`src/rlm_pkg.sv`:
```
// Shared types and codes for the resource lock manager.
`default_nettype none
package rlm_pkg;

  localparam int CLIENT_W = 4;
  localparam int RES_W_IN = 4;
  localparam int EVENT_W  = 3;

  localparam logic OP_ACQUIRE = 1'b0;
  localparam logic OP_RELEASE = 1'b1;

  localparam logic [EVENT_W-1:0] EV_GRANT       = 3'd0;
  localparam logic [EVENT_W-1:0] EV_ACK         = 3'd1;
  localparam logic [EVENT_W-1:0] EV_NOT_OWNED   = 3'd2;
  localparam logic [EVENT_W-1:0] EV_OTHER_OWNER = 3'd3;
  localparam logic [EVENT_W-1:0] EV_SLOT_BUSY   = 3'd4;

  typedef struct packed {
    logic                operation;
    logic [CLIENT_W-1:0] client_id;
    logic [RES_W_IN-1:0] resource_index;
  } req_t;

  // Head of the request queue as seen by the back end.
  typedef struct packed {
    logic valid;
    req_t item;
  } queue_head_t;

endpackage
`default_nettype wire

```
`src/rlm_ifs.sv`:
```
// Request and result channel interfaces.
`default_nettype none
interface rlm_req_if import rlm_pkg::*; ();
  logic                valid;
  logic                ready;
  logic                operation;
  logic [CLIENT_W-1:0] client_id;
  logic [RES_W_IN-1:0] resource_index;

  modport source(output valid, operation, client_id, resource_index, input ready);
  modport sink(input valid, operation, client_id, resource_index, output ready);
endinterface

interface rlm_rsp_if import rlm_pkg::*; ();
  logic                valid;
  logic                ready;
  logic [EVENT_W-1:0]  event_res;
  logic [CLIENT_W-1:0] target_client;
  logic [RES_W_IN-1:0] resource_number;
  logic [CLIENT_W-1:0] current_owner;
  logic                last;

  modport source(output valid, event_res, target_client, resource_number, current_owner,
                 last, input ready);
  modport sink(input valid, event_res, target_client, resource_number, current_owner,
               last, output ready);
endinterface
`default_nettype wire

```
`src/rlm_ram.sv`:
```
// Generic single-write, single-read RAM with registered read data.
`default_nettype none
module rlm_ram #(
  parameter int WIDTH = 8,
  parameter int DEPTH = 16
) (
  input  wire logic                     clk,
  input  wire logic                     we,
  input  wire logic [$clog2(DEPTH)-1:0] waddr,
  input  wire logic [WIDTH-1:0]         wdata,
  input  wire logic                     re,
  input  wire logic [$clog2(DEPTH)-1:0] raddr,
  output logic      [WIDTH-1:0]         rdata
);

  logic [WIDTH-1:0] mem [DEPTH];

  always_ff @(posedge clk) begin
    if (we) begin
      mem[waddr] <= wdata;
    end
    if (re) begin
      rdata <= mem[raddr];
    end
  end

endmodule
`default_nettype wire

```
`src/rlm_front.sv`:
```
// Front end: accepts requests, drops out-of-range ones, and queues the rest.
`default_nettype none
module rlm_front import rlm_pkg::*; #(
  parameter int NUM_RESOURCES = 16,
  parameter int NUM_CLIENTS   = 16
) (
  input  wire logic  clk,
  input  wire logic  rst,
  rlm_req_if.sink    req,
  output queue_head_t head,
  input  wire logic  pop
);

  req_t       q [2];
  logic       wr_ptr;
  logic       rd_ptr;
  logic [1:0] count;
  logic       in_range;
  logic       push;

  // Compare at nine bits so that any parameter value up to 256 fits.
  assign in_range = ({5'b0, req.resource_index} < 9'(NUM_RESOURCES)) &&
                    ({5'b0, req.client_id} < 9'(NUM_CLIENTS));

  assign req.ready = (count != 2'd2);
  assign push      = req.valid && req.ready && in_range;

  assign head.valid = (count != 2'd0);
  assign head.item  = q[rd_ptr];

  always_ff @(posedge clk) begin
    if (push) begin
      q[wr_ptr] <= '{operation: req.operation, client_id: req.client_id,
                     resource_index: req.resource_index};
    end
  end

  always_ff @(posedge clk) begin
    if (rst) begin
      wr_ptr <= 1'b0;
      rd_ptr <= 1'b0;
      count  <= 2'd0;
    end else begin
      if (push) begin
        wr_ptr <= ~wr_ptr;
      end
      if (pop) begin
        rd_ptr <= ~rd_ptr;
      end
      if (push && !pop) begin
        count <= count + 2'd1;
      end else if (pop && !push) begin
        count <= count - 2'd1;
      end
    end
  end

endmodule
`default_nettype wire

```
`src/rlm_back.sv`:
```
// Back end: looks up lock state, updates it, and drives the result register.
`default_nettype none
module rlm_back import rlm_pkg::*; #(
  parameter int NUM_RESOURCES = 16
) (
  input  wire logic       clk,
  input  wire logic       rst,
  input  wire queue_head_t head,
  output logic            pop,
  rlm_rsp_if.source       rsp
);

  localparam int RES_W = $clog2(NUM_RESOURCES);

  localparam logic [1:0] ST_IDLE   = 2'd0;
  localparam logic [1:0] ST_EXEC   = 2'd1;
  localparam logic [1:0] ST_SECOND = 2'd2;

  logic [1:0] state;
  logic [1:0] state_next;
  req_t       cur;

  logic [NUM_RESOURCES-1:0] held_flag;
  logic [NUM_RESOURCES-1:0] held_flag_next;
  logic [NUM_RESOURCES-1:0] waiting_flag;
  logic [NUM_RESOURCES-1:0] waiting_flag_next;

  logic [8:0]              head_wide;
  logic [8:0]              cur_wide;
  logic [RES_W-1:0]        raddr;
  logic [RES_W-1:0]        idx;
  logic [2*CLIENT_W-1:0]   rdata;
  logic [2*CLIENT_W-1:0]   wdata;
  logic                    we;
  logic [CLIENT_W-1:0]     holder;
  logic [CLIENT_W-1:0]     waiter;
  logic                    held;
  logic                    waiting;

  logic                out_valid;
  logic [EVENT_W-1:0]  out_event;
  logic [CLIENT_W-1:0] out_target;
  logic [RES_W_IN-1:0] out_res;
  logic [CLIENT_W-1:0] out_owner;
  logic                out_last;
  logic                out_free;

  logic                load;
  logic [EVENT_W-1:0]  ld_event;
  logic [CLIENT_W-1:0] ld_target;
  logic [CLIENT_W-1:0] ld_owner;
  logic                ld_last;
  logic                park;
  logic                exec_go;
  logic                handover;
  logic [CLIENT_W-1:0] sec_client;

  assign head_wide = 9'(head.item.resource_index);
  assign raddr     = head_wide[RES_W-1:0];
  assign cur_wide  = 9'(cur.resource_index);
  assign idx       = cur_wide[RES_W-1:0];

  assign pop = (state == ST_IDLE) && head.valid;

  // Each word holds the holder id in the upper half and the waiter id below.
  rlm_ram #(.WIDTH(2*CLIENT_W), .DEPTH(NUM_RESOURCES)) u_ids (
    .clk   (clk),
    .we    (we),
    .waddr (idx),
    .wdata (wdata),
    .re    (pop),
    .raddr (raddr),
    .rdata (rdata)
  );

  assign holder   = rdata[2*CLIENT_W-1:CLIENT_W];
  assign waiter   = rdata[CLIENT_W-1:0];
  assign held     = held_flag[idx];
  assign waiting  = waiting_flag[idx];
  assign out_free = !out_valid || rsp.ready;

  // Parking a waiter yields no result, so it need not wait for the output.
  assign park    = (cur.operation == OP_ACQUIRE) && held && !waiting;
  assign exec_go = (state == ST_EXEC) && (out_free || park);

  always_comb begin
    state_next        = state;
    held_flag_next    = held_flag;
    waiting_flag_next = waiting_flag;
    we                = 1'b0;
    wdata             = rdata;
    load              = 1'b0;
    ld_event          = EV_GRANT;
    ld_target         = cur.client_id;
    ld_owner          = cur.client_id;
    ld_last           = 1'b1;
    handover          = 1'b0;
    case (state)
      ST_IDLE: begin
        if (head.valid) begin
          state_next = ST_EXEC;
        end
      end
      ST_EXEC: begin
        if (exec_go) begin
          state_next = ST_IDLE;
          if (cur.operation == OP_ACQUIRE) begin
            if (!held) begin
              held_flag_next[idx] = 1'b1;
              we    = 1'b1;
              wdata = {cur.client_id, waiter};
              load  = 1'b1;
            end else if (waiting) begin
              load     = 1'b1;
              ld_event = EV_SLOT_BUSY;
              ld_owner = holder;
            end else begin
              waiting_flag_next[idx] = 1'b1;
              we    = 1'b1;
              wdata = {holder, cur.client_id};
            end
          end else begin
            load = 1'b1;
            if (!held) begin
              ld_event = EV_NOT_OWNED;
              ld_owner = '0;
            end else if (holder != cur.client_id) begin
              ld_event = EV_OTHER_OWNER;
              ld_owner = holder;
            end else if (!waiting) begin
              held_flag_next[idx] = 1'b0;
              ld_event = EV_ACK;
              ld_owner = '0;
            end else begin
              waiting_flag_next[idx] = 1'b0;
              we         = 1'b1;
              wdata      = {waiter, waiter};
              ld_event   = EV_ACK;
              ld_owner   = waiter;
              ld_last    = 1'b0;
              handover   = 1'b1;
              state_next = ST_SECOND;
            end
          end
        end
      end
      ST_SECOND: begin
        if (out_free) begin
          load       = 1'b1;
          ld_event   = EV_GRANT;
          ld_target  = sec_client;
          ld_owner   = sec_client;
          state_next = ST_IDLE;
        end
      end
      default: begin
        state_next = ST_IDLE;
      end
    endcase
  end

  always_ff @(posedge clk) begin
    if (rst) begin
      state        <= ST_IDLE;
      held_flag    <= '0;
      waiting_flag <= '0;
      out_valid    <= 1'b0;
    end else begin
      state        <= state_next;
      held_flag    <= held_flag_next;
      waiting_flag <= waiting_flag_next;
      if (load) begin
        out_valid <= 1'b1;
      end else if (rsp.ready) begin
        out_valid <= 1'b0;
      end
    end
  end

  always_ff @(posedge clk) begin
    if (pop) begin
      cur <= head.item;
    end
    if (handover) begin
      sec_client <= waiter;
    end
    if (load) begin
      out_event  <= ld_event;
      out_target <= ld_target;
      out_res    <= cur.resource_index;
      out_owner  <= ld_owner;
      out_last   <= ld_last;
    end
  end

  assign rsp.valid           = out_valid;
  assign rsp.event_res       = out_event;
  assign rsp.target_client   = out_target;
  assign rsp.resource_number = out_res;
  assign rsp.current_owner   = out_owner;
  assign rsp.last            = out_last;

`ifndef SYNTH
  // While the handover grant is pending, the acknowledge still sits in the output.
  a_second_after_ack: assert property (@(posedge clk) disable iff (rst)
    (state == ST_SECOND) |-> (out_valid && !out_last && out_event == EV_ACK))
    else $error("handover grant pending without its acknowledge");

  // Only the acknowledge of a handover is followed by another result.
  a_nonlast_is_ack: assert property (@(posedge clk) disable iff (rst)
    (out_valid && !out_last) |-> (out_event == EV_ACK))
    else $error("non-final result is not an acknowledge");

  // A waiter is never parked on a resource that nobody holds.
  a_waiter_needs_holder: assert property (@(posedge clk) disable iff (rst)
    ((waiting_flag & ~held_flag) == '0))
    else $error("waiter parked on a free resource");

  // The queue is popped only when the previous item has fully left the update stage.
  a_pop_after_update: assert property (@(posedge clk) disable iff (rst)
    pop |=> (state == ST_EXEC))
    else $error("popped item did not enter the update stage");
`endif

endmodule
`default_nettype wire

```
`src/resource_lock_manager_single_waiter.sv`:
```
// Results pass the two-entry queue, the registered id RAM read and the update state.
// The back end takes a new request only after the last one leaves the update state,
// which waits for a free output unless it parks a waiter; a handover adds a grant state.
// A two-entry queue decouples request acceptance from the update stage.
// Reset clears the held and waiting flags at once; the id RAM is not cleared and
// needs no clearing pass, so requests are accepted right after reset.
`default_nettype none
module resource_lock_manager_single_waiter import rlm_pkg::*; #(
  parameter int NUM_RESOURCES = 16,
  parameter int NUM_CLIENTS   = 16
) (
  input  wire logic clk,
  input  wire logic rst,
  rlm_req_if.sink   req,
  rlm_rsp_if.source rsp
);

  queue_head_t head;
  logic        pop;

  rlm_front #(.NUM_RESOURCES(NUM_RESOURCES), .NUM_CLIENTS(NUM_CLIENTS)) u_front (
    .clk  (clk),
    .rst  (rst),
    .req  (req),
    .head (head),
    .pop  (pop)
  );

  rlm_back #(.NUM_RESOURCES(NUM_RESOURCES)) u_back (
    .clk  (clk),
    .rst  (rst),
    .head (head),
    .pop  (pop),
    .rsp  (rsp)
  );

endmodule
`default_nettype wire
```
`src/flat_wrapper.sv`:
```
// flat-port wrapper written by rule: the top's interface ports become plain ports
module resource_lock_manager_single_waiter_flat import rlm_pkg::*;
#(
  parameter int NUM_RESOURCES = 16,
  parameter int NUM_CLIENTS   = 16
)
  (clk, rst, req_valid, req_operation, req_client_id, req_resource_index, req_ready, rsp_valid, rsp_event_res, rsp_target_client, rsp_resource_number, rsp_current_owner, rsp_last, rsp_ready);
  rlm_req_if req_i ();
  rlm_rsp_if rsp_i ();
  input  wire logic clk;
  input  wire logic rst;
  input wire logic [$bits(req_i.valid)-1:0] req_valid;
  input wire logic [$bits(req_i.operation)-1:0] req_operation;
  input wire logic [$bits(req_i.client_id)-1:0] req_client_id;
  input wire logic [$bits(req_i.resource_index)-1:0] req_resource_index;
  output wire logic [$bits(req_i.ready)-1:0] req_ready;
  output wire logic [$bits(rsp_i.valid)-1:0] rsp_valid;
  output wire logic [$bits(rsp_i.event_res)-1:0] rsp_event_res;
  output wire logic [$bits(rsp_i.target_client)-1:0] rsp_target_client;
  output wire logic [$bits(rsp_i.resource_number)-1:0] rsp_resource_number;
  output wire logic [$bits(rsp_i.current_owner)-1:0] rsp_current_owner;
  output wire logic [$bits(rsp_i.last)-1:0] rsp_last;
  input wire logic [$bits(rsp_i.ready)-1:0] rsp_ready;
  assign req_i.valid = req_valid;
  assign req_i.operation = req_operation;
  assign req_i.client_id = req_client_id;
  assign req_i.resource_index = req_resource_index;
  assign req_ready = req_i.ready;
  assign rsp_valid = rsp_i.valid;
  assign rsp_event_res = rsp_i.event_res;
  assign rsp_target_client = rsp_i.target_client;
  assign rsp_resource_number = rsp_i.resource_number;
  assign rsp_current_owner = rsp_i.current_owner;
  assign rsp_last = rsp_i.last;
  assign rsp_i.ready = rsp_ready;
  resource_lock_manager_single_waiter #(.NUM_RESOURCES(NUM_RESOURCES), .NUM_CLIENTS(NUM_CLIENTS)) u_core (.clk(clk), .rst(rst), .req(req_i), .rsp(rsp_i));
endmodule
```
`config.mk`:
```
export PLATFORM = sky130hd
export DESIGN_NAME = resource_lock_manager_single_waiter_flat
export DESIGN_NICKNAME = d
export VERILOG_FILES = /design/src/rlm_pkg.sv /design/src/rlm_ifs.sv /design/src/rlm_ram.sv /design/src/rlm_front.sv /design/src/rlm_back.sv /design/src/resource_lock_manager_single_waiter.sv /design/src/flat_wrapper.sv
export SDC_FILE = /design/constraint.sdc
export NUM_CORES = 1
export LEC_CHECK = 0
export CAP_MARGIN = 0
export CORE_ASPECT_RATIO = 0.6
export CORE_MARGIN = 2
export CORE_UTILIZATION = 47
export DETAILED_ROUTE_END_ITERATION = 8
export DONT_BUFFER_PORTS = 1
export PLACE_DENSITY_LB_ADDON = 0.15
export SYNTH_ARGS = -nofsm -noshare
export SYNTH_HDL_FRONTEND = slang
export SYNTH_SLANG_ARGS = --single-unit
```
`constraint.sdc`:
```
create_clock -name clk -period 6.03 [get_ports clk]
set_input_delay 0 -clock clk [delete_from_list [all_inputs] [get_ports clk]]
set_output_delay 0 -clock clk [all_outputs]
set_load 0.03 [all_outputs]
```
* After elaboration in Yosys (flattened, before gate mapping) *
Memory sizes are Yosys's and may differ from the RTL's. A register that Yosys moved wholly into a read port is not among the register bits.
Cells that the tools add are included.

word-level totals
  register bits = 68
  latch bits = 0
  bits in writable memories = 146
  bits in read-only memories = 0
  bits of input ports = 13
  logic and storage cells = 144
  memories = 2

cells by class
  $add $sub $neg = 2
  $mul = 0
  divide/modulo/power cells = 0
  order comparisons = 2
  eq/ne operators = 14
  shift-type cells = 0
  multiplexer cells = 74
  bitwise operators = 11
  reduce and logical (&&, ||, !) cells = 23

memory list
  name                     words  width  rd ports  clocked after memory_dff  wr ports  line             RTL
  u_core.u_back.u_ids.mem  16     8      1         1                         1         rlm_ram.sv:16    logic [WIDTH-1:0] mem [DEPTH];
  u_core.u_front.q         2      9      1         1                         1         rlm_front.sv:14  req_t q [2];

operator list
  cell                                                                                  number
  16-bit 2-to-1 mux                                                                     11
  8-bit 2-to-1 mux                                                                      7
  4-bit 2-to-1 mux                                                                      10
  16-bit AND                                                                            2
  16-bit OR                                                                             2
  1-bit 2-to-1 mux                                                                      26
  2-bit 2-to-1 mux                                                                      11
  2-bit inequality test (second input constant)                                         9
  16-bit inverter                                                                       1
  6-bit AND reduction                                                                   2
  3-bit 2-to-1 mux                                                                      3
  1-bit binary-select mux with 4-bit select                                             2
  1-bit logical AND                                                                     8
  4-bit case mux with 2 select lines                                                    1
  1-bit inverter                                                                        6
  2-bit case mux with 3 select lines                                                    1
  2-bit nonzero test                                                                    3
  4-bit by 5-bit less-than comparator with 1-bit output (second input constant)         1
  5-bit OR reduction                                                                    1
  1-bit demux with 4-bit select                                                         1
  4-bit by 1-bit greater-or-equal comparator with 1-bit output (second input constant)  1
  1-bit logical NOT                                                                     4
  2-bit by 1-bit inequality test with 1-bit output (second input constant)              2
  4-bit inequality test                                                                 1
  9 further kinds                                                                       10

* Logic depth before layout (Yosys ltp) *
Gate-level depths: netlist of run 1.

  depth in word-level cells = 10
  depth in mapped cells = 12
  gate-level depth less buffers = 8

* Cells and area by module *
From an unflattened synthesis of run 1, not the netlist that was laid out.

second synthesis, totals
  cells, all modules = 618
  area, all modules = 9721.8 um2

by module, submodules not included
  module     times used  cells each  area each (um2)  seq. area each (um2)
  rlm_ram    1           229         5227.5           4083.9
  rlm_back   1           337         3618.5           1571.5
  rlm_front  1           52          875.8            640.6

* Worst setup path after synthesis of run 1 *
Ideal clock, no wire load.

  path kind = flip-flop to flip-flop
  from = register u_core.u_back.cur (netlist bit u_core.u_back.idx[0])
  to = memory u_core.u_back.u_ids.mem[0][6] (data pin)
  arrival = 3277 ps
  data required time = 5682 ps
  path slack = 2405 ps
  cell stages (with the launch flop) = 12
  clock period less this slack = 3625 ps
  cell sequence = edfxtp_1 > buf_6 > mux4_2 > mux4_2 > clkbuf_1 > ha_1 > nand2_1 > o21ai_1 > buf_4 > nand3b_1 > o21ai_0 > a221oi_1

on the way
  longest elaborated chain between the ends = 8
  elaborated cells between the ends (all ways) = 16
  those cells by class = mux: 11; reduce/logical: 5

ends and longest elaborated chain
  what                                         line             RTL
  start, declared                              rlm_back.sv:21   req_t cur;
  start signal, assigned                       rlm_back.sv:182  cur <= head.item;
  1-bit binary-select mux with 4-bit select *  rlm_back.sv:78   assign held = held_flag[idx];
  1-bit 2-to-1 mux (implied by the code) *     rlm_back.sv:78
  named net u_core.u_back.held                 rlm_back.sv:37   logic held;
  1-bit logical AND (2 in series)              rlm_back.sv:83   assign park = (cur.operation == OP_ACQUIRE) && held && !waiting;
  1-bit logical OR                             rlm_back.sv:84   assign exec_go = (state == ST_EXEC) && (out_free || park);
  1-bit logical AND                            rlm_back.sv:84
  8-bit 2-to-1 mux *                           rlm_back.sv:105  if (exec_go) begin
  8-bit 2-to-1 mux *                           rlm_back.sv:98   case (state)
  named net u_core.u_back.u_ids.wdata[6]       rlm_ram.sv:10    input wire logic [WIDTH-1:0] wdata,
  end, declared                                rlm_ram.sv:16

Mark *: on every way through the listed nets, which the timed path passes. The rest lies on a longest branch. The select of a mux whose other input is x is not followed.

==> impl.org, run 1 <==
** Clocking
- Longest Clk Path Bufs :: 3
- Maximum level of the CTS H-tree :: 1
- The clock drives 223 sinks.
- At the later pin of the worst-skew pair, clock insertion delay measures 0.50 ns.
- TritonCTS clock tree :: yes
- After clock tree synthesis, the flow added hold-fix buffers numbering 14.
- Post-CTS setup repair buffer count :: 0
- In this run the clock root is driven by a sky130_fd_sc_hd__clkbuf_16.
- The number of gates resized after CTS was 0.
- After clock tree synthesis, the clock-pin slew on the worst setup and hold paths is 0.06 ns.
- Clock tree synthesis inserted a total of 21 buffers.

** GRT
- Pin count of the biggest net entering global routing :: 66
- Vias in the first global route :: 5845
- Global routing used 21.4% of the available tracks across all layers.
- First-pass GRT wire length :: 34.5 mm
- Number of antenna violations at the first check in global routing :: 0
- Global routing finished with a remaining overflow of 0.

** Logic synthesis
- Most instantiated flip-flop cell in the synthesis netlist :: sky130_fd_sc_hd__edfxtp_1
- After synthesis the netlist holds a flip-flop and latch count of 223.
- Most frequent cells after synthesis :: sky130_fd_sc_hd__edfxtp_1 (183), sky130_fd_sc_hd__nand2_1 (153), sky130_fd_sc_hd__a21oi_1 (51)
- The Yosys step of the flow raised 0 warnings.
- Async S/R FF share, synth :: 0%
- In this run the cell area of the synthesized design comes to 0.00943 mm².
- Counting flops with a built-in enable in the synthesized netlist gives 183.
- A synthesized cell averages 12.6 µm².
- The cell count after synthesis came out at 749.
- Cell types occupying the most area after synthesis :: sky130_fd_sc_hd__edfxtp_1 (58%), sky130_fd_sc_hd__dfxtp_1 (8.5%), sky130_fd_sc_hd__nand2_1 (6.1%)
- After synthesis, flip-flops and latches occupy 66.8% of the total area.
- sky130_fd_sc_hd__edfxtp_1 is the most common cell in the netlist.
- Share of the synthesized area in the top cell type :: 58.3%
- Synth cell types :: 49
- The biggest area contributor in the post-synthesis netlist is sky130_fd_sc_hd__edfxtp_1.
- Total nets after synthesis :: 767

** Drt
- For this run, design rule violations remaining after detail routing come to 0.
- Vias/cell :: 6.00
- Final ANT Viol Nets :: 0
- The routed layout has 6171 vias.
- In this run, the number of DRC markers left after iteration 0 of detailed routing was 835.
- The final layout contains routed wiring with a total length of 22.6 mm.
- Before antenna repair, the detailed router went through 5 iterations.
- After detailed routing, the average wire length per cell comes to 22.0 µm.

** Timing
- Final hold slack :: 0.141 ns
- Maximum operating frequency :: 205 MHz
- After layout, the minimum clock period comes to 4.89 ns.
- Number of pins with negative max-slew slack in the final report :: 0
- Clock tree skew after final layout :: 0.0102 ns
- RSZ-0062 raised after global routing :: false
- For the pin with the worst max-slew slack, the measured transition is 1.18 ns.
- Final period util :: 81.0%
- Worst rel slew slack :: 21.0%
- Total count of hold-check failures in the final report :: 0
- Total negative setup slack :: 0 ns
- Setup violations remaining at the end of the flow were counted as 0.

** Final layout
- The area growth from synthesis to layout is 10.8%.
- Fraction of final layout cells sized beyond drive strength 1 :: 9.39%
- Net total in the final layout :: 760
- Fraction of the core area covered by cells at the end of the flow :: 52.7%
- The repair_antennas step left the layout with diodes totalling 0.

** Worst hold path
- Origin of the worst min-delay path :: rsp_ready
- The min-delay analysis places its worst path in the category primary input to flop.

** Placed design
- The wire-length estimate of the detail-placed layout is 14.8 mm.
- In this run the tool buffered the top-level ports with 0 buffer cells.
- Final RePlAce weighted congestion :: 0.941

** Power and ir drop
- Worst IR drop on VDD :: 0.000314 V
- The analysis attributes to cell leakage a power of 3.44 nW.
- For this design the ratio of total power to cell area is 470 mW/mm².

** Die
- Die boundary height :: 114 µm
- Site row count :: 40
- During I/O placement, the number of pins put on the boundary was 31.
- Die boundary width :: 187 µm
- The die covers 0.0213 mm².
- Starting utilization of the core area :: 47.6%
- Core outline area :: 0.0198 mm²

** Setup path
- Capturing element type of the critical path :: flop
- Measured in cells, the most critical reg-to-reg path has a length of 7.
- For the worst setup path, the data arrival time is 5.32 ns.
- The critical path starts at u_core.u_back.idx[2]$_DFFE_PP_.
- Maximum fanout along the worst path :: 32
- CP startpoint kind :: flop
- Register-to-Register Setup Slack :: 1.14 ns
- CP Data Required Time :: 6.47 ns
- Startpoint of the worst-slack reg-to-reg timing path :: u_core.u_back.idx[2]$_DFFE_PP_
- The critical path is of the flop to flop type.

** Flow run
- Max-cap violations :: 0

** Run status
- Status :: complete, no violations
-- worst max-delay path, cell delays in order, from the launching register on --
cell and delay (ns):
sky130_fd_sc_hd__edfxtp_1 0.68, sky130_fd_sc_hd__mux4_2 0.57, sky130_fd_sc_hd__mux4_2 0.65, sky130_fd_sc_hd__o21ai_1 0.76, sky130_fd_sc_hd__and4b_1 1.12, sky130_fd_sc_hd__a21oi_1 0.19
sky130_fd_sc_hd__a311oi_2 0.26, sky130_fd_sc_hd__dlygate4sd3_1 0.57
-- worst min-delay path by stage --
stage | to | slack, ns | depth (start not counted)
floorplan | u_core.u_front.q[0][0]$_DFFE_PP_ | 0.1 | 0
global placement | flop | 0.07 | 1
detailed placement | flop | 0.08 | 1
CTS | u_core.u_back.rsp.target_client[2]$_DFFE_PP_ | 0.11 | 4
global route | u_core.u_front.q[1][7]$_DFFE_PP_ | 0.16 | 1
finish | u_core.u_back.rsp.target_client[2]$_DFFE_PP_ | 0.14 | 4
-- cell families (layout without fill, tap and decap cells) --
family	after synthesis	after routing	synth area share [%]
flip-flops	223	223	66.8
multiplexers	23	23	3.94
AO/OA/AOI/OAI	158	158	11.8
AND/OR/NAND/NOR	266	266	12.7
buffers and inverters	66	73	3.33
adder cells (fa/ha/maj)	5	5	0.663
XOR/XNOR	8	8	0.743
-- layout by cell type, fill, tap and decap left out, drive strengths merged, types with 17 or more instances in the layout --
cell type | Yosys | routed
edfxtp | 183 | 183
nor2 | 17 | 17
a21oi | 52 | 52
nand3 | 23 | 23
nand2 | 153 | 153
dfxtp | 40 | 40
clkbuf | 37 | 26
and3 | 27 | 27
a311oi | 48 | 48
nor3 | 18 | 18
-- cell type report --
| cell class | instances | area [µm²] |
|---|---|---|
| clock buffers | 26 | 544 |
| clock inverters | 11 | 153 |
| fillers | 1692 | 9370 |
| inverters | 14 | 52.6 |
| multi-input cells | 460 | 2850 |
| flip-flops and latches | 223 | 6300 |
| well taps | 273 | 342 |
| repair buffers | 22 | 210 |
-- power by group --
group          internal, mW  switching, mW
logic                 0.358          0.973
registers              2.04          0.191
clock network         0.812          0.542
total                  3.21           1.71
-- metal layers --
layer,vias to the layer above,wire (µm),GRT usage (%)
met5,-,0,0
met4,0,452,4.97
met3,35,2740,7.38
met2,313,9210,29.7
met1,3002,10200,32.4
li1,2821,-,-
-- metrics by stage --
| step | setup WS, ns | total power, mW | std cells | cell area [µm²] |
|---|---|---|---|---|
| detailed placement | 1.54 | 3.55 | 978 | 9600 |
| global placement | 1.79 | 3.52 | 978 | 9600 |
| floorplan | 2.40 | 3.07 | 749 | 9430 |
| CTS | 1.18 | 4.92 | 1029 | 10400 |
| global route | 0.859 | 5.13 | 1029 | 10400 |
| finish | 1.14 | 4.91 | 1029 | 10400 |
(Power assumes the default switching activity.)
==> inputs of run 2 (changes only) <==
==> constraint.sdc (replaced) <==
create_clock -name clk -period 4.89 [get_ports clk]
set_input_delay 0 -clock clk [delete_from_list [all_inputs] [get_ports clk]]
set_output_delay 0 -clock clk [all_outputs]
set_load 0.03 [all_outputs]
==> run 2 against run 1 <==
  * Sequential cell count stayed put
  * Via count is 0.63% higher
  * Global-route usage is 0.20 points lower
  * Critical path depth is 2 lower
  * Die area did not move
  * Hold slack improved by 0.0022 ns
  * Sequential power up 24%
  * Total power is 21% higher
  * Utilization down 0.19 points
  * Critical path type unchanged
  * Largest cell class unchanged
  * Highest routed layer unchanged
==> impl.org, run 2 (synthesized netlist as in run 1, its figures left out) <==
** GRT
- GRT Residual Overflow :: 0
- First-pass GRT wire length :: 34.2 mm
- Number of antenna violations at the first check in global routing :: 0
- Global routing used 21.2% of the available tracks.
- The number of global-route vias before repair was 5852.
- Entering global routing, the biggest net connects 66 pins.

** Timing
- The worst path meets setup with 0.401 ns of slack.
- Clock period minus worst slack :: 4.49 ns
- Worst rel slew slack :: 20.1%
- Setup repair after global routing left no endpoint under its margin.
- The worst path uses 91.8% of the clock period.
- Number of pins with negative max-slew slack in the final report :: 0
- The final hold violation count was 0.
- Total negative setup slack :: 0 ns
- On the final layout, the worst hold slack is 0.143 ns.
- Final setup fails :: 0
- Clock skew on the completed layout was measured at 0.0147 ns.
- Actual slew at the worst max-slew pin :: 1.19 ns
- Static timing analysis puts the maximum clock frequency at 223 MHz.

** Flow run
- Max-cap violations in this run came to 0.

** Power and ir drop
- IR analysis of the VDD net gives a maximum drop of 0.000307 V.
- Leakage power summed over all cells :: 3.43 nW
- The design draws 5.94 mW.
- Power spread over the standard cell area amounts to 571 mW/mm².

** Placed design
- During placement, the flow inserted port buffers numbering 0.
- At the end of routability-driven placement, the weighted congestion stood at 0.869.
- The wire-length estimate of the detail-placed layout is 14.2 mm.
- The placed instances occupy a cell area of 0.00963 mm².
- Post-placement worst setup slack :: 0.443 ns

** Final layout
- In the final design database the tool counted 765 nets.
- Final instance area :: 0.0104 mm²
- Growth of design area from synthesis to finish :: 10.4%
- Of the cells placed in the final design, the portion with a size suffix greater than 1 is 9.61%.
- The number of antenna diodes in the final layout is 0.
- Commonest cells after routing, fill and taps aside :: sky130_fd_sc_hd__edfxtp_1 (183), sky130_fd_sc_hd__nand2_1 (153), sky130_fd_sc_hd__a21oi_1 (51)
- Most frequent standard cell in the layout excluding fill and tap cells :: sky130_fd_sc_hd__edfxtp_1

** Drt
- Final ANT Viol Nets :: 0
- Detailed-route wire length per cell :: 21.5 µm
- Detailed routing inserted a total of 6210 vias.
- In the routed design, unresolved DRC markers number 0.
- Detailed Route WL :: 22.2 mm
- Vias/cell :: 6.01
- For this block, the initial DRC count from the detailed router was 618.
- The first detailed-routing pass ran for 5 iterations.

** Die
- The floorplan step defined a core boundary enclosing 0.0198 mm².
- The floorplan step set the die width to 187 µm.
- For this design the top-level I/O count stands at 31.
- Site row count :: 40
- Die boundary height :: 114 µm
- The die covers 0.0213 mm².
- Once the floorplan was initialized, standard cells occupied 47.6% of the core.

** Setup path
- For the worst setup path, the data arrival time is 4.62 ns.
- The critical path runs through a total of 5 cells.
- Worst Reg2Reg Path Length in Cells :: 5
- The endpoint identified for the worst register-to-register timing path is u_core.u_back.u_ids.mem[14][7]$_DFFE_PP_.
- Cell type of the slowest stage on the worst timing path :: sky130_fd_sc_hd__nor3_1
- The critical path starts at u_core.u_back.idx[2]$_DFFE_PP_.
- Maximum fanout along the worst path :: 16
- Critical path buffers and inverters :: 0
- Critical Path Max Stage Delay :: 1.05 ns
- By startpoint and endpoint, the worst setup path is classified as flop to flop.
- Series of cell instances along the critical path :: mux4_2, mux4_2, o21ai_1, o21ai_2, nor3_1
- Following the worst setup path forward leads to its endpoint at u_core.u_back.u_ids.mem[14][7]$_DFFE_PP_.
- The worst setup path is launched from a flop.
- Family with the most delay on the worst path :: multiplexers
- STA classifies the critical path endpoint as a flop.
- Startpoint of the worst-slack reg-to-reg timing path :: u_core.u_back.idx[2]$_DFFE_PP_
- Critical path's most frequent cell :: sky130_fd_sc_hd__mux4_2
- In this run the register-to-register setup slack is 0.40 ns.
- CP Data Required Time :: 5.02 ns

** Worst hold path
- The worst hold path belongs to the class primary input to flop.
- Along the worst hold path, the cell count comes to 1.

** Clocking
- Clock latency on the worst-skew pair, taken at its later pin, is 0.51 ns.
- Buffers inserted during clock tree synthesis total 21.
- Maximum level of the CTS H-tree :: 1
- Longest Clk Path Bufs :: 3
- Register clock-pin slew on the reported worst setup and hold paths :: 0.06 ns
- The tree is rooted in a sky130_fd_sc_hd__clkbuf_16.
- The clock net in this run drives a total of 223 sinks.
- TritonCTS built the clock tree.

** Run status
- The run finished with clean final reports.
run 2: final cells by class:
type	count	area, µm²
multi-input combinational	460	2840
fill	1638	9410
clock inverter	11	78.8
timing repair buffer	27	248
clock buffer	25	551
inverter	14	52.6
sequential	223	6300
tap	273	342
run 2: worst register-to-register path, cell delays in order (launching register included):
cell	delay, ns
sky130_fd_sc_hd__edfxtp_1	0.69
sky130_fd_sc_hd__mux4_2	0.57
sky130_fd_sc_hd__mux4_2	0.65
sky130_fd_sc_hd__o21ai_1	0.70
sky130_fd_sc_hd__o21ai_2	0.43
sky130_fd_sc_hd__nor3_1	1.06
run 2: metrics by stage:
step	util [%]	std cells
2_1_floorplan	-	749
3_3_place_gp	48.6	983
3_5_place_dp	48.6	983
4_1_cts	52.5	1033
5_1_grt	52.5	1033
6_report	52.5	1033
run 2: repair_timing:
item,in CTS,in global routing
hold buffers,14,0
endpoints found under the hold margin,76,0
resized for setup,0,0
buffers inserted,0,0
run 2: per-layer routing:
layer,part of all wire [%],global-route usage (%),up-vias
met5,0,0,-
met4,2.3,5.82,0
met3,9.4,5.78,39
met2,40,29.7,282
met1,48,32.5,3054
li1,-,-,2835
run 2: worst min-delay path by stage:
stage	start	end	slack, ns
detailed placement	rst	flop	0.07
finish	req_client_id[0]	u_core.u_front.q[0][4]$_DFFE_PP_	0.14
floorplan	req_resource_index[0]	u_core.u_front.q[0][0]$_DFFE_PP_	0.1
global route	req_client_id[1]	u_core.u_front.q[1][5]$_DFFE_PP_	0.16
global placement	rst	flop	0.07
CTS	req_client_id[0]	u_core.u_front.q[0][4]$_DFFE_PP_	0.12
run 2: where the power goes:
group | internal (mW) | switching, mW | leakage [nW] | total [mW]
clock | 0.855 | 0.691 | 0.314 | 1.55
sequential | 2.51 | 0.252 | 1.98 | 2.76
combinational | 0.460 | 1.17 | 1.14 | 1.64
total | 3.83 | 2.12 | 3.43 | 5.94
==> inputs of run 3 (changes only) <==
--- a/config.mk
+++ b/config.mk
@@ -8,7 +8,7 @@
 export CAP_MARGIN = 0
 export CORE_ASPECT_RATIO = 0.6
 export CORE_MARGIN = 2
-export CORE_UTILIZATION = 47
+export CORE_UTILIZATION = 37
 export DETAILED_ROUTE_END_ITERATION = 8
 export DONT_BUFFER_PORTS = 1
 export PLACE_DENSITY_LB_ADDON = 0.15
==> constraint.sdc (replaced) <==
create_clock -name clk -period 4.7 [get_ports clk]
set_input_delay 0 -clock clk [delete_from_list [all_inputs] [get_ports clk]]
set_output_delay 0 -clock clk [all_outputs]
set_load 0.03 [all_outputs]
==> run 3 against run 2 <==
  * Maximum frequency is 13% higher
  * Clock-buffer cell count is 8 higher
  * Highest routed layer unchanged
  * Register-to-register slack better by 0.31 ns
  * Cell area is 1.4% higher
  * Die area is 26% higher
  * Critical path type unchanged
  * Clock power is 8% higher
  * Combinational power is 8% higher
  * Clock skew is 0.0097 ns higher
==> impl.org, run 3 (synthesized netlist as in run 1, its figures left out) <==
** Run status
- Status :: complete, no violations

** Placed design
- Prior to clock tree synthesis, the placed netlist has a worst setup slack of 0.848 ns.
- Input and output buffers added on the ports amount to 0.
- At the end of routability-driven placement, the weighted congestion stood at 0.847.
- Once detailed placement completed, the half-perimeter wirelength came to 16.1 mm.
- Placement Cell Area :: 0.00972 mm²

** Drt
- Final ANT Viol Nets :: 0
- In the final routed layout, each cell accounts on average for 22.2 µm.
- First DRT Iteration DRCs :: 602
- Across all layers, the routed design uses 6180 vias.
- Count of TritonRoute iterations in the first routing pass :: 5
- After detailed routing, the number of vias per cell comes to 5.64.
- DRC violation count after routing :: 0
- After detailed routing, the total wire length is 24.4 mm.

** Die
- Die boundary height :: 128 µm
- After floorplanning, the core was divided into 45 placement rows.
- Num ports :: 31
- The die covers 0.0268 mm².
- Once the floorplan was initialized, standard cells occupied 37.5% of the core.
- After floorplanning, the core was sized to cover 0.0252 mm².
- Die boundary width :: 210 µm

** Final layout
- Final instance area :: 0.0106 mm²
- Growth of design area from synthesis to finish :: 11.9%
- Most frequent standard cell in the layout excluding fill and tap cells :: sky130_fd_sc_hd__edfxtp_1
- Fill cell total of the finished layout :: 2320
- Net total in the final layout :: 769
- In the final layout, the share of cells above drive strength 1 is 10.1%.
- In the layout the commonest cells are sky130_fd_sc_hd__edfxtp_1 (183), sky130_fd_sc_hd__nand2_1 (153), sky130_fd_sc_hd__a21oi_1 (51).

** GRT
- The number of global-route vias before repair was 6027.
- Global routing usage summed across all routing layers :: 18.4%
- Entering global routing, the biggest net connects 65 pins.
- The first global-routing pass estimated 37.3 mm of wire.
- The initial antenna violation count came to 0.
- GRT Residual Overflow :: 0

** Setup path
- The critical path is of the flop to flop type.
- CP Data Required Time :: 5.11 ns
- Data on the critical path arrives at its endpoint at 4.39 ns.
- Of all nets on the critical path, the largest fanout is 32.
- The worst setup path is launched from a flop.
- Capturing element type of the critical path :: flop

** Timing
- Across all setup checks in the final design, the least slack found is 0.711 ns.
- Total count of hold-check failures in the final report :: 0
- The number of max-slew violations in the final report was 0.
- For the pin with the worst max-slew slack, the measured transition is 1.23 ns.
- Final setup fails :: 0
- Worst rel slew slack :: 17.1%
- Clock tree skew after final layout :: 0.0244 ns
- Subtracting the final worst setup slack from the clock period gives 3.99 ns.
- Setup repair after global routing left no endpoint under its margin.
- Adding up every negative setup slack in the final design gives 0 ns.
- Final period util :: 84.9%
- Based on the critical path, the design can be clocked at up to 251 MHz.

** Clocking
- Clock Latency Late Sink :: 0.52 ns
- Counting every sink on the clock net gives 223.
- TritonCTS clock tree :: yes
- In this run the clock root is driven by a sky130_fd_sc_hd__clkbuf_16.
- Clock-pin slew was measured on the worst setup and hold paths at 0.07 ns.
- Post-CTS setup repair buffer count :: 0
- Counting along the longest clock path gives a buffer depth of 3.
- Counting the buffers created by CTS gives 21.
- Maximum level of the CTS H-tree :: 1

** Worst hold path
- The worst hold path belongs to the class primary input to flop.

** Power and ir drop
- Net switching is 35.8% of the power.
- For this design the static power due to leakage is 3.47 nW.
- Clock share of power :: 26.4%
- The worst-case IR drop observed on VDD is 0.000297 V.
- Internal portion of total power :: 4.05 mW
- P per Cell Area :: 598 mW/mm²
- Register share of total power :: 45.5%
- Combinational logic burns 28.1% of the power.
- In this run the power spent charging and discharging nets is 2.26 mW.

** Flow run
- Max-cap violations :: 0
[run 3: power by group through the flow]
stage	logic, mW	registers (mW)	clock network [mW]
after CTS	1.77	2.87	1.70
final	1.77	2.87	1.67
after global routing	1.94	2.90	1.78
after detailed placement	1.75	2.91	0
after floorplan	1.17	2.77	0
after global placement	1.72	2.90	0
[run 3: area by class of cell]
| class | count | area [µm²] | share of cell area (%) |
|---|---|---|---|
| antenna | 1 | 2.50 | 0.0237 |
| clock buffer | 33 | 643 | 6.09 |
| clock inverter | 5 | 27.5 | 0.261 |
| inverter | 14 | 52.6 | 0.498 |
| multi-input combinational | 460 | 2840 | 26.9 |
| sequential | 223 | 6300 | 59.6 |
| tap | 329 | 412 | 3.90 |
| timing repair buffer | 31 | 280 | 2.66 |
[run 3: worst max-delay path, stage by stage (launching register included)]
cell,delay [ns]
sky130_fd_sc_hd__edfxtp_1,0.65
sky130_fd_sc_hd__mux4_1,0.61
sky130_fd_sc_hd__mux4_2,0.64
sky130_fd_sc_hd__ha_1,0.27
sky130_fd_sc_hd__nand2_1,0.10
sky130_fd_sc_hd__o21ai_1,0.10
sky130_fd_sc_hd__buf_4,0.20
sky130_fd_sc_hd__and4b_1,0.18
sky130_fd_sc_hd__buf_4,0.24
sky130_fd_sc_hd__a21oi_1,0.21
sky130_fd_sc_hd__a311oi_2,0.06
sky130_fd_sc_hd__dlygate4sd3_1,0.59
[run 3: through the flow]
step,hold slack [ns],std cells,utilization [%],power [mW]
floorplan,0.0989,749,-,3.94
global placement,0.0762,1042,38.6,4.63
detailed placement,0.0772,1042,38.6,4.65
CTS,0.00336,1094,41.9,6.34
global route,0.150,1095,41.9,6.62
finish,0.163,1096,41.9,6.31
[run 3: worst paths after layout]
check | from | to | slack [ns] | cells after the start
hold reg to reg | u_core.u_back.state[0]$_SDFFE_PP0P_ | u_core.u_back.state[0]$_SDFFE_PP0P_ | 0.50 | 2
hold / removal | req_resource_index[3] | u_core.u_front.q[1][3]$_DFFE_PP_ | 0.16 | 1
setup / recovery | u_core.u_back.idx[0]$_DFFE_PP_ | flop | 0.71 | 11
setup reg to reg | u_core.u_back.idx[0]$_DFFE_PP_ | flop | 0.71 | 11
[run 3: repair_timing]
item,CTS,global route
endpoints found under the hold margin,58,5
gates resized for setup,0,0
hold buffers,14,1
[run 3: layer usage]
metal,routed length [µm],global-route usage [%],vias up
li1,-,-,2839
met1,12100,28.5,3081
met2,9740,25.3,222
met3,2000,5.00,38
met4,489,4.17,0
met5,0,0,-
